--- config.mk ---
export PLATFORM = sky130hd
export DESIGN_NAME = log_record_scan_summary_core_flat
export DESIGN_NICKNAME = d
export VERILOG_FILES = /design/src/rtl/core/lrss_pkg.sv /design/src/rtl/core/lrss_rec_if.sv /design/src/rtl/core/lrss_sum_if.sv /design/src/rtl/core/lrss_check.sv /design/src/rtl/core/log_record_scan_summary_core.sv /design/src/flat_wrapper.sv
export SDC_FILE = /design/constraint.sdc
export NUM_CORES = 1
export LEC_CHECK = 0
export ABC_AREA = 0
export ABC_CLOCK_PERIOD_IN_PS = 13410
export BUFFER_PORTS_ARGS = -buffer_cell sky130_fd_sc_hd__buf_4
export CAP_MARGIN = 20
export CORE_AREA = 2 2 293 222
export CTS_CLUSTER_DIAMETER = 80
export DETAILED_ROUTE_END_ITERATION = 10
export DIE_AREA = 0 0 295 224
export GPL_TIMING_DRIVEN = 0
export PLACE_DENSITY = 0.59
export SLEW_MARGIN = 30
export SYNTH_ARGS = -nofsm -noshare
export SYNTH_HDL_FRONTEND = slang
export SYNTH_SLANG_ARGS = --single-unit
--- constraint.sdc ---
create_clock -name clk_i -period 13.41 [get_ports clk_i]
set_input_delay 0.6705 -clock clk_i [delete_from_list [all_inputs] [get_ports clk_i]]
set_output_delay 0.6705 -clock clk_i [all_outputs]
set_load 0.1 [all_outputs]
--- src/rtl/core/lrss_pkg.sv ---
// ----------------------------------------------------------------------------
// lrss_pkg
// Shared constants and types for the log record scan summary block.
// ----------------------------------------------------------------------------
package lrss_pkg;

  localparam int unsigned AREA_BYTES   = 65536;
  localparam int unsigned RECORD_BYTES = 32;
  localparam int unsigned ADDR_W       = 16;
  localparam int unsigned WORD_W       = 32;
  localparam int unsigned CODE_W       = 16;

  localparam logic [WORD_W-1:0] MAGIC_VALUE = 32'h4C4F_4735;
  localparam logic [WORD_W-1:0] CHECK_SALT  = 32'hA5A5_5A5A;

  // One log record slot as it travels through the input register.
  typedef struct packed {
    logic              first_of_scan;
    logic [ADDR_W-1:0] record_address;
    logic [WORD_W-1:0] magic_word;
    logic [WORD_W-1:0] sequence_word;
    logic [WORD_W-1:0] time_word;
    logic [CODE_W-1:0] event_code;
    logic [CODE_W-1:0] event_param;
    logic [WORD_W-1:0] detail_word;
    logic [WORD_W-1:0] extra_word;
    logic [WORD_W-1:0] check_word;
    logic [WORD_W-1:0] reserved_word;
  } rec_t;

  // Running summary carried by one result beat.
  typedef struct packed {
    logic              record_valid;
    logic [WORD_W-1:0] latest_sequence_out;
    logic [ADDR_W-1:0] next_write_address;
    logic [WORD_W-1:0] next_sequence_out;
    logic [WORD_W-1:0] latest_clear_sequence_out;
  } sum_t;

endpackage

--- src/rtl/core/lrss_rec_if.sv ---
// ----------------------------------------------------------------------------
// lrss_rec_if
// Record channel: one log record slot per beat.
// ----------------------------------------------------------------------------
interface lrss_rec_if
  import lrss_pkg::*;
();
  logic              valid;
  logic              ready;
  logic              first_of_scan;
  logic [ADDR_W-1:0] record_address;
  logic [WORD_W-1:0] magic_word;
  logic [WORD_W-1:0] sequence_word;
  logic [WORD_W-1:0] time_word;
  logic [CODE_W-1:0] event_code;
  logic [CODE_W-1:0] event_param;
  logic [WORD_W-1:0] detail_word;
  logic [WORD_W-1:0] extra_word;
  logic [WORD_W-1:0] check_word;
  logic [WORD_W-1:0] reserved_word;

  modport source (
    output valid, first_of_scan, record_address, magic_word, sequence_word,
           time_word, event_code, event_param, detail_word, extra_word,
           check_word, reserved_word,
    input  ready
  );

  modport sink (
    input  valid, first_of_scan, record_address, magic_word, sequence_word,
           time_word, event_code, event_param, detail_word, extra_word,
           check_word, reserved_word,
    output ready
  );
endinterface

--- src/rtl/core/lrss_sum_if.sv ---
// ----------------------------------------------------------------------------
// lrss_sum_if
// Summary channel: validity and running scan summary per beat.
// ----------------------------------------------------------------------------
interface lrss_sum_if
  import lrss_pkg::*;
();
  logic              valid;
  logic              ready;
  logic              record_valid;
  logic [WORD_W-1:0] latest_sequence_out;
  logic [ADDR_W-1:0] next_write_address;
  logic [WORD_W-1:0] next_sequence_out;
  logic [WORD_W-1:0] latest_clear_sequence_out;

  modport source (
    output valid, record_valid, latest_sequence_out, next_write_address,
           next_sequence_out, latest_clear_sequence_out,
    input  ready
  );

  modport sink (
    input  valid, record_valid, latest_sequence_out, next_write_address,
           next_sequence_out, latest_clear_sequence_out,
    output ready
  );
endinterface

--- src/rtl/core/lrss_check.sv ---
// ----------------------------------------------------------------------------
// lrss_check
// Record integrity test: magic word match and XOR check word match.
// ----------------------------------------------------------------------------
module lrss_check
  import lrss_pkg::*;
(
  input  rec_t rec_i,
  output logic ok_o
);

  logic [WORD_W-1:0] sum;

  assign sum = rec_i.magic_word
             ^ rec_i.sequence_word
             ^ rec_i.time_word
             ^ {rec_i.event_code, {(WORD_W-CODE_W){1'b0}}}
             ^ {{(WORD_W-CODE_W){1'b0}}, rec_i.event_param}
             ^ rec_i.detail_word
             ^ rec_i.extra_word
             ^ rec_i.reserved_word
             ^ CHECK_SALT;

  assign ok_o = (rec_i.magic_word == MAGIC_VALUE) && (rec_i.check_word == sum);

endmodule

--- src/rtl/core/log_record_scan_summary_core.sv ---
// ----------------------------------------------------------------------------
// log_record_scan_summary_core
// Scans flash log records one per beat and keeps the running summary:
// latest sequence, next write address and latest log-cleared sequence.
// ----------------------------------------------------------------------------
// Path: an accepted record beat goes to the input register, then to the result
//   register; it is held back only while the sink stalls.
// Throughput: one record per cycle while the sink does not stall, set by the
//   combinational summary update between the input and result registers.
// Reset: rst_ni low clears both valid flags, the summary state and the
//   log-cleared event code asynchronously.
module log_record_scan_summary_core
  import lrss_pkg::*;
(
  input  logic              clk_i,
  input  logic              rst_ni,
  input  logic              cfg_we_i,
  input  logic [CODE_W-1:0] cfg_wdata_i,
  lrss_rec_if.sink          rec_i,
  lrss_sum_if.source        sum_o
);

  // Configuration: event id of a log-cleared record.
  logic [CODE_W-1:0] clr_code_q;

  // Input register.
  logic in_vld_q, in_vld_d;
  rec_t rec_q;
  rec_t rec_in;

  // Result register.
  logic out_vld_q, out_vld_d;
  sum_t sum_q, sum_d;

  // Summary state.
  logic [WORD_W-1:0] latest_q, latest_d;
  logic [ADDR_W-1:0] addr_q, addr_d;
  logic [WORD_W-1:0] clr_seq_q, clr_seq_d;

  logic              in_acc;
  logic              adv;
  logic              rec_ok;
  logic [WORD_W-1:0] base_latest;
  logic [ADDR_W-1:0] base_addr;
  logic [WORD_W-1:0] base_clr;
  logic [ADDR_W:0]   addr_sum;
  logic              addr_wrap;

  // Advance the held record whenever the result register is free or drains now.
  assign adv       = in_vld_q && (!out_vld_q || sum_o.ready);
  assign rec_i.ready = !in_vld_q || adv;
  assign in_acc    = rec_i.valid && rec_i.ready;

  assign rec_in = '{
    first_of_scan:  rec_i.first_of_scan,
    record_address: rec_i.record_address,
    magic_word:     rec_i.magic_word,
    sequence_word:  rec_i.sequence_word,
    time_word:      rec_i.time_word,
    event_code:     rec_i.event_code,
    event_param:    rec_i.event_param,
    detail_word:    rec_i.detail_word,
    extra_word:     rec_i.extra_word,
    check_word:     rec_i.check_word,
    reserved_word:  rec_i.reserved_word
  };

  lrss_check u_check (
    .rec_i (rec_q),
    .ok_o  (rec_ok)
  );

  // Drop the summary to zero first when this record opens a new scan.
  assign base_latest = rec_q.first_of_scan ? '0 : latest_q;
  assign base_addr   = rec_q.first_of_scan ? '0 : addr_q;
  assign base_clr    = rec_q.first_of_scan ? '0 : clr_seq_q;

  // Address just past the record; wrap to zero at or beyond the area end.
  assign addr_sum  = {1'b0, rec_q.record_address} + (ADDR_W+1)'(RECORD_BYTES);
  assign addr_wrap = 32'(addr_sum) >= 32'(AREA_BYTES);

  always_comb begin
    latest_d  = base_latest;
    addr_d    = base_addr;
    clr_seq_d = base_clr;
    if (rec_ok) begin
      // An equal sequence still moves the write address on.
      if (rec_q.sequence_word >= base_latest) begin
        latest_d = rec_q.sequence_word;
        addr_d   = addr_wrap ? '0 : addr_sum[ADDR_W-1:0];
      end
      if ((rec_q.event_code == clr_code_q) && (rec_q.sequence_word > base_clr)) begin
        clr_seq_d = rec_q.sequence_word;
      end
    end
  end

  always_comb begin
    sum_d.record_valid              = rec_ok;
    sum_d.latest_sequence_out       = latest_d;
    sum_d.next_write_address        = addr_d;
    sum_d.next_sequence_out         = (latest_d != '0) ? latest_d + WORD_W'(1) : WORD_W'(1);
    sum_d.latest_clear_sequence_out = clr_seq_d;
  end

  always_comb begin
    in_vld_d = in_vld_q;
    if (in_acc) begin
      in_vld_d = 1'b1;
    end else if (adv) begin
      in_vld_d = 1'b0;
    end
  end

  always_comb begin
    out_vld_d = out_vld_q;
    if (adv) begin
      out_vld_d = 1'b1;
    end else if (sum_o.ready) begin
      out_vld_d = 1'b0;
    end
  end

  always_ff @(posedge clk_i or negedge rst_ni) begin
    if (!rst_ni) begin
      clr_code_q <= '0;
      in_vld_q   <= 1'b0;
      out_vld_q  <= 1'b0;
      latest_q   <= '0;
      addr_q     <= '0;
      clr_seq_q  <= '0;
    end else begin
      if (cfg_we_i) begin
        clr_code_q <= cfg_wdata_i;
      end
      in_vld_q  <= in_vld_d;
      out_vld_q <= out_vld_d;
      if (adv) begin
        latest_q  <= latest_d;
        addr_q    <= addr_d;
        clr_seq_q <= clr_seq_d;
      end
    end
  end

  // Payload registers: record on an accepted beat, summary on an advance; hold otherwise.
  always_ff @(posedge clk_i) begin
    if (in_acc) begin
      rec_q <= rec_in;
    end
    if (adv) begin
      sum_q <= sum_d;
    end
  end

  assign sum_o.valid                     = out_vld_q;
  assign sum_o.record_valid              = sum_q.record_valid;
  assign sum_o.latest_sequence_out       = sum_q.latest_sequence_out;
  assign sum_o.next_write_address        = sum_q.next_write_address;
  assign sum_o.next_sequence_out         = sum_q.next_sequence_out;
  assign sum_o.latest_clear_sequence_out = sum_q.latest_clear_sequence_out;

endmodule

--- src/flat_wrapper.sv ---
// flat-port wrapper written by rule: the top's interface ports become plain ports
module log_record_scan_summary_core_flat import lrss_pkg::*;
  (clk_i, rst_ni, cfg_we_i, cfg_wdata_i, rec_i_valid, rec_i_first_of_scan, rec_i_record_address, rec_i_magic_word, rec_i_sequence_word, rec_i_time_word, rec_i_event_code, rec_i_event_param, rec_i_detail_word, rec_i_extra_word, rec_i_check_word, rec_i_reserved_word, rec_i_ready, sum_o_valid, sum_o_record_valid, sum_o_latest_sequence_out, sum_o_next_write_address, sum_o_next_sequence_out, sum_o_latest_clear_sequence_out, sum_o_ready);
  lrss_rec_if rec_i_i ();
  lrss_sum_if sum_o_i ();
  input  logic clk_i;
  input  logic rst_ni;
  input  logic cfg_we_i;
  input  logic [CODE_W-1:0] cfg_wdata_i;
  input wire logic [$bits(rec_i_i.valid)-1:0] rec_i_valid;
  input wire logic [$bits(rec_i_i.first_of_scan)-1:0] rec_i_first_of_scan;
  input wire logic [$bits(rec_i_i.record_address)-1:0] rec_i_record_address;
  input wire logic [$bits(rec_i_i.magic_word)-1:0] rec_i_magic_word;
  input wire logic [$bits(rec_i_i.sequence_word)-1:0] rec_i_sequence_word;
  input wire logic [$bits(rec_i_i.time_word)-1:0] rec_i_time_word;
  input wire logic [$bits(rec_i_i.event_code)-1:0] rec_i_event_code;
  input wire logic [$bits(rec_i_i.event_param)-1:0] rec_i_event_param;
  input wire logic [$bits(rec_i_i.detail_word)-1:0] rec_i_detail_word;
  input wire logic [$bits(rec_i_i.extra_word)-1:0] rec_i_extra_word;
  input wire logic [$bits(rec_i_i.check_word)-1:0] rec_i_check_word;
  input wire logic [$bits(rec_i_i.reserved_word)-1:0] rec_i_reserved_word;
  output wire logic [$bits(rec_i_i.ready)-1:0] rec_i_ready;
  output wire logic [$bits(sum_o_i.valid)-1:0] sum_o_valid;
  output wire logic [$bits(sum_o_i.record_valid)-1:0] sum_o_record_valid;
  output wire logic [$bits(sum_o_i.latest_sequence_out)-1:0] sum_o_latest_sequence_out;
  output wire logic [$bits(sum_o_i.next_write_address)-1:0] sum_o_next_write_address;
  output wire logic [$bits(sum_o_i.next_sequence_out)-1:0] sum_o_next_sequence_out;
  output wire logic [$bits(sum_o_i.latest_clear_sequence_out)-1:0] sum_o_latest_clear_sequence_out;
  input wire logic [$bits(sum_o_i.ready)-1:0] sum_o_ready;
  assign rec_i_i.valid = rec_i_valid;
  assign rec_i_i.first_of_scan = rec_i_first_of_scan;
  assign rec_i_i.record_address = rec_i_record_address;
  assign rec_i_i.magic_word = rec_i_magic_word;
  assign rec_i_i.sequence_word = rec_i_sequence_word;
  assign rec_i_i.time_word = rec_i_time_word;
  assign rec_i_i.event_code = rec_i_event_code;
  assign rec_i_i.event_param = rec_i_event_param;
  assign rec_i_i.detail_word = rec_i_detail_word;
  assign rec_i_i.extra_word = rec_i_extra_word;
  assign rec_i_i.check_word = rec_i_check_word;
  assign rec_i_i.reserved_word = rec_i_reserved_word;
  assign rec_i_ready = rec_i_i.ready;
  assign sum_o_valid = sum_o_i.valid;
  assign sum_o_record_valid = sum_o_i.record_valid;
  assign sum_o_latest_sequence_out = sum_o_i.latest_sequence_out;
  assign sum_o_next_write_address = sum_o_i.next_write_address;
  assign sum_o_next_sequence_out = sum_o_i.next_sequence_out;
  assign sum_o_latest_clear_sequence_out = sum_o_i.latest_clear_sequence_out;
  assign sum_o_i.ready = sum_o_ready;
  log_record_scan_summary_core u_core (.clk_i(clk_i), .rst_ni(rst_ni), .cfg_we_i(cfg_we_i), .cfg_wdata_i(cfg_wdata_i), .rec_i(rec_i_i), .sum_o(sum_o_i));
endmodule
==> results of run 1 <==
[report_power, final]
group          total [µW]  internal (µW)  switching (µW)
clock network        1470            841             631
logic                 568            209             359
registers            1770           1720            48.4
[metrics by stage]
step,hold slack [ns],worst slack [ns],cell area [µm²]
5_1_grt,0.1701,6.103,28070
3_3_place_gp,0.4488,2.781,26070
2_1_floorplan,0.3749,4.715,21940
6_report,0.1225,6.372,28070
4_1_cts,0.1398,6.542,28060
3_5_place_dp,0.4638,6.566,26330
[final cells by class]
class	count	share of cell area, %
sequential	484	50.03
timing repair buffer	417	11.70
clock inverter	34	1.248
inverter	63	0.8424
buffer	68	1.163
antenna	3	0.02674
tap	861	3.838
multi-input combinational	1008	26.20
clock buffer	62	4.947
[worst max path at each step]
stage,startpoint,endpoint,cells after the start
2_1_floorplan,u_core.sum_o.valid,u_core.rec_q[0],2
3_3_place_gp,sum_o_ready,u_core.rec_q[214],3
3_5_place_dp,u_core.rec_q[272],u_core.sum_o.next_sequence_out[22],28
4_1_cts,u_core.rec_q[272],u_core.sum_o.next_sequence_out[22],28
5_1_grt,u_core.rec_q[272],u_core.sum_o.next_sequence_out[22],28
6_report,u_core.rec_q[272],u_core.sum_o.next_sequence_out[22],28
[cell usage in the layout (no fill, tap or decap), types with 6 or more instances in the layout]
| cell | Yosys | layout |
|---|---|---|
| a21o_1 | 19 | 19 |
| a21oi_1 | 19 | 19 |
| a21oi_2 | 17 | 17 |
| a22o_1 | 32 | 32 |
| and3_1 | 11 | 11 |
| buf_2 | 18 | 19 |
| buf_4 | 6 | 412 |
| clkbuf_1 | 37 | 41 |
| clkbuf_16 | 0 | 52 |
| clkinv_2 | 0 | 9 |
| clkinv_4 | 0 | 6 |
| clkinvlp_4 | 0 | 6 |
| dfrtp_1 | 98 | 98 |
| edfxtp_1 | 386 | 386 |
| ha_1 | 67 | 67 |
| inv_1 | 63 | 63 |
| mux2_2 | 31 | 31 |
| mux2i_1 | 30 | 30 |
| nand2_1 | 145 | 145 |
| nand2b_1 | 61 | 61 |
| nand3_1 | 21 | 21 |
| nand4_1 | 31 | 31 |
| nor2_1 | 48 | 48 |
| nor2b_1 | 26 | 26 |
| nor3_1 | 7 | 7 |
| nor4_1 | 23 | 20 |
| o21ai_0 | 87 | 87 |
| xnor2_1 | 230 | 230 |
| xor2_1 | 32 | 32 |
[cells by family (layout without fill, tap and decap cells)]
group | Yosys count | count (layout) | share of synthesized area, %
adders and majority gates | 67 | 67 | 3.821
and+or+nand+nor | 406 | 406 | 9.502
DFF | 484 | 484 | 64.02
buffers and inverters | 131 | 644 | 2.549
other | 0 | 3 | 0
muxes | 61 | 61 | 2.960
xor gates and xnor gates | 266 | 266 | 10.87
AOI/OAI and AO/OA | 208 | 208 | 6.280
[state kept, by name, indices dropped and copies added, names as in the netlist, 16 cells and up]
signal and count:
u_core.clr_code_q 16, u_core.clr_seq_q 32, u_core.sum_o.next_write_address 16, u_core.sum_o.latest_sequence_out 32, u_core.latest_q 32, u_core.addr_q 16
u_core.sum_o.latest_clear_sequence_out 32, u_core.sum_o.next_sequence_out 32, u_core.rec_q 273
[worst max-delay path: cells and delay by family (launching register included)]
family,cells,cell delay [ns]
simple gates,7,1.40
buf+inv,9,2.54
flops,1,0.33
compound gates,8,1.56
fa+ha+maj,2,0.46
mux,1,0.31
xor+xnor,1,0.15
[per-layer routing]
metal  wire length, µm  vias up  GRT usage (%)
li1                  -     6769              -
met1             29120     7110          27.48
met2             29260      522          29.94
met3              5039       83          4.713
met4              1413        4          4.872
met5                34        -              0
==> impl_metrics.ini, run 1 <==
[detailed_routing]
ant_nets = 0
wl_per_cell_um = 21.63
vias = 14490
drt_first_iter_violations = 942
drc_errors = 0
drt-pass1-iter-count = 5
routed_wl_um = 64880
routed_via_density = 4.829

[sta]
clock_skew_ns = 0.02954
setup_viol = 0
hold_viol = 0
slew_violations = 0
finalSetupTns_ns = 0
period_share_pct = 52.48
worst_pin_slew_ns = 0.9196
period_minus_slack_ns = 7.038
rsz0062_at_grt = no
relSlewSlack_pct = 37.83
max_freq_ghz = 0.1421

[logic_synthesis]
ys_top_cells_by_count = edfxtp_1, xnor2_1, nand2_1
synthArstFlopShare_pct = 20.25
synth_cells = 1623
synth-seq-cells = 484
ys.flop_type = edfxtp_1
synth.distinct_cells = 60
synth_edf_count = 386
synth_area_leaders = edfxtp_1, dfrtp_1, xnor2_1
synth.most_common_cell = edfxtp_1
yosys_warnings = 0
yosysTopAreaCell = edfxtp_1
ys_seq_area_share_pct = 64.02
yosys.area.top_type_share_pct = 52.84
syn_nets = 1984
synthesis.area_um2 = 21940
syn_avg_cell_area_um2 = 13.52

[cells_and_area]
layoutNonFillerInstCount = 3000
seqCellArea_um2 = 14040
fillers = 5790
utilization_pct = 44.45
nets = 2454
syn_to_final_growth_pct = 27.96
multi_input_area_um2 = 7356
drive_gt1_share_pct = 27.67

[clock_tree]
holdBufCountCts = 0
cts_resized = 0
h-tree-depth = 2
path_clk_slew_ns = 0.06
cts_tree = built
cts_sinks = 484
clock_path_buffers = 3
clk_latency_ns = 0.61
cts_setup_buffers = 0
cts_root_buf = clkbuf_16
cts_buffers = 51

[outcome]
run_status = finished, final reports clean

[floorplanning]
rows = 80
fp.dieW_um = 295
die_area_um2 = 66080
initial_utilization_pct = 34.73
io_pins = 409
die_h_um = 224
core-area_um2 = 63160

[worst_setup_path]
critical_path_class = flip-flop to flip-flop
crit_top_cell = inv_1
worstPathRequired_ns = 13.77
cpPeakStageDelay_ns = 0.67
cp_max_fo = 10
worst_ep_arrival_time_ns = 7.40
critPathCaptureType = flip-flop
r2r_setup_slack_ns = 6.37
timing.rr.start = u_core.rec_q[272]
start_kind = flip-flop
timing.rr.end = u_core.sum_o.next_sequence_out[22]
slowest_stage = clkbuf_1
rr_worst_depth = 28

[grt]
grt_pass1_wl_um = 94250
grtUsageTotal_pct = 19.43
grt_pass1_vias = 14560
antenna_found_initial = 4
grt_max_degree = 99
grt_overflow = 0

[placement]
dpl.hpwl_um = 49890
dpl.cell_count = 2901
portBuffers = 407
place.gp.congestion = 0.9288

[min_path]
hold_class = primary input to async pin

[power_and_ir_drop]
p_per_area_nw_per_um2 = 135.6
irDropWorstVdd_uv = 96.27
power_uw = 3806
cellLeakagePower_uw = 0.01094

[flow_run]
maxCapViolCount = 0
Note: power is estimated with default switching activity, not from simulation.
==> inputs of run 2 (changes only) <==
--- a/config.mk
+++ b/config.mk
@@ -6,7 +6,7 @@
 export NUM_CORES = 1
 export LEC_CHECK = 0
 export ABC_AREA = 0
-export ABC_CLOCK_PERIOD_IN_PS = 13410
+export ABC_CLOCK_PERIOD_IN_PS = 7050
 export BUFFER_PORTS_ARGS = -buffer_cell sky130_fd_sc_hd__buf_4
 export CAP_MARGIN = 20
 export CORE_AREA = 2 2 293 222
==> constraint.sdc (replaced) <==
create_clock -name clk_i -period 7.05 [get_ports clk_i]
set_input_delay 0.3525 -clock clk_i [delete_from_list [all_inputs] [get_ports clk_i]]
set_output_delay 0.3525 -clock clk_i [all_outputs]
set_load 0.1 [all_outputs]
==> run 2 against run 1 <==
Clock skew rose by 0.0023 ns. Via count up 8.6%. Register-to-register slack worse by 5.9 ns. Combinational power grew 120%. Critical endpoint unchanged. Sequential power up 90%. Critical path type unchanged. Total power increased by 98%. Global-route usage grew 0.93 points. Clock-buffer cell count is 14 higher. Setup slack got worse by 5.9 ns. Largest power group unchanged.
==> impl_metrics.ini, run 2 (synthesis results as in run 1) <==
[power_and_ir_drop]
power_uw = 7551
p_int_uw = 5523
p_comb_share_pct = 16.3
seqPwrFrac_pct = 44.5
clkPwrFrac_pct = 39.2
irDropWorstVdd_uv = 152.5
cellLeakagePower_uw = 0.01223
swShare_pct = 26.86
p_per_area_nw_per_um2 = 242.6
switchingPower_uw = 2029

[worst_setup_path]
start_kind = flip-flop
r2r_setup_slack_ns = 0.48
timing.rr.start = u_core.rec_q[272]
cp_max_fo = 10
critPathCaptureType = flip-flop
timing.rr.end = u_core.sum_o.next_sequence_out[22]
worst_ep_arrival_time_ns = 6.94
worstPathRequired_ns = 7.42
critical_path_class = flip-flop to flip-flop
rr_worst_depth = 26

[cells_and_area]
regMostFlops = u_core.rec_q
syn_to_final_growth_pct = 41.87
seqCellArea_um2 = 14040
drive_gt1_share_pct = 24.46
largest_reg_flops = 273
multi_input_area_um2 = 7381
utilization_pct = 49.28
fillers = 5438
nets = 2745
final_common_cell = buf_4
final_cell_mix = buf_4, edfxtp_1, dlygate4sd3_1, xnor2_1, nand2_1

[sta]
setup_viol = 0
timing.final.ws_setup_ns = 0.4770
relSlewSlack_pct = 41.25
hold_viol = 0
period_share_pct = 93.23
slew_violations = 0
finalSetupTns_ns = 0
rsz0062_at_grt = no
fin_worst_hold_slack_ns = 0.04527
worst_pin_slew_ns = 0.8590
clock_skew_ns = 0.03184
max_freq_ghz = 0.1521
period_minus_slack_ns = 6.573

[clock_tree]
cts_buffers = 52
cts_sinks = 484
h-tree-depth = 2
cts_root_buf = clkbuf_16
clock_path_buffers = 3
cts_tree = built
path_clk_slew_ns = 0.06
clk_latency_ns = 0.62
cts_setup_buffers = 0

[floorplanning]
io_pins = 409
rows = 80
die_h_um = 224
core-area_um2 = 63160
die_area_um2 = 66080
initial_utilization_pct = 34.73
fp.dieW_um = 295

[detailed_routing]
ant_nets = 0
drt-pass1-iter-count = 5
wl_per_cell_um = 20.62
drt_first_iter_violations = 1190
drc_errors = 0
routed_wl_um = 67950
routed_via_density = 4.772
vias = 15730

[grt]
antenna_found_initial = 7
grt_pass1_vias = 16390
grt_overflow = 0
grt_max_degree = 99
grt_pass1_wl_um = 99860
grtUsageTotal_pct = 20.37

[min_path]
hold_class = primary input to flip-flop
whs_path_depth = 3
hold_start = sum_o_ready
min_to = u_core.sum_o.valid

[flow_run]
maxCapViolCount = 0

[placement]
dpl.hpwl_um = 49560
pre_cts_slack_ns = 0.3739
place.gp.congestion = 0.8898
portBuffers = 407

[outcome]
run_status = finished, final reports clean
run 2: cell types whose count changed in the layout (fill, tap and decap cells not counted), sizes merged:
| cell | delta |
|---|---|
| buf | -1 |
| bufinv | +2 |
| clkbuf | +14 |
| clkinv | -11 |
| clkinvlp | -4 |
| diode | +4 |
| dlygate4sd3 | +291 |
| inv | +1 |
run 2: repair_timing:
| action | in CTS | in global routing |
|---|---|---|
| hold buffers | 291 | 0 |
| endpoints found under the setup margin | 0 | 3 |
| endpoints found under the hold margin | 388 | 0 |
| resized for setup | 0 | 11 |
run 2: power by group through the flow:
stage / clock network, µW / logic (µW) / registers (µW)
final: 2960 / 1230 / 3360
after global routing: 3140 / 1300 / 3380
after CTS: 3020 / 1230 / 3360
after detailed placement: 0 / 1080 / 3420
after global placement: 0 / 1050 / 3450
after floorplan: 0 / 416 / 3690
run 2: cell type report:
cell class / count / area share, %
inverter: 63 / 0.7598
tap: 861 / 3.461
antenna: 7 / 0.05628
multi-input combinational: 1008 / 23.72
clock inverter: 22 / 1.142
clock buffer: 76 / 4.824
sequential: 484 / 45.12
timing repair buffer: 707 / 19.85
buffer: 68 / 1.065
run 2: metal layers:
| layer | vias to the layer above | GRT usage [%] | share of wire [%] |
|---|---|---|---|
| met5 | - | 0 | 0.015 |
| met4 | 2 | 5.332 | 2.1 |
| met3 | 90 | 5.447 | 7.8 |
| met2 | 543 | 32.05 | 46 |
| met1 | 7725 | 27.82 | 45 |
| li1 | 7370 | - | - |
run 2: worst max path at each step:
stage | startpoint | end | depth (start not counted)
after floorplan | u_core.sum_o.valid | u_core.rec_q[0] | 2
after global placement | sum_o_ready | u_core.sum_o.latest_clear_sequence_out[24] | 6
after detailed placement | u_core.rec_q[194] | u_core.sum_o.next_sequence_out[22] | 23
after CTS | u_core.rec_q[194] | u_core.sum_o.next_sequence_out[22] | 23
after global routing | u_core.rec_q[272] | u_core.sum_o.next_sequence_out[22] | 26
final | u_core.rec_q[272] | u_core.sum_o.next_sequence_out[22] | 26
run 2: worst max-delay path, stage by stage, from the launching register on:
cell and delay, ns:
edfxtp_1 0.32, clkbuf_1 0.52, clkbuf_2 0.46, nor2b_1 0.14, ha_1 0.29, nand2b_1 0.09
a21o_1 0.11, a21oi_1 0.08, o21ai_0 0.34, a31oi_1 0.17, a211o_1 0.34, a31oi_4 0.37
buf_6 0.24, buf_4 0.27, a21oi_1 0.17, inv_1 0.12, ha_1 0.23, inv_1 0.10
nor2_1 0.19, and3_1 0.18, clkbuf_1 0.40, inv_1 0.13, nor2_1 0.32, nand3_1 0.13
mux2i_1 0.29, nand2_1 0.17, xnor2_1 0.15
run 2: per-stage QoR:
stage	instance area, µm²	instances
2_1_floorplan	21940	1623
3_3_place_gp	26070	2891
3_5_place_dp	26310	2900
4_1_cts	31070	3289
5_1_grt	31120	3294
6_report	31120	3296
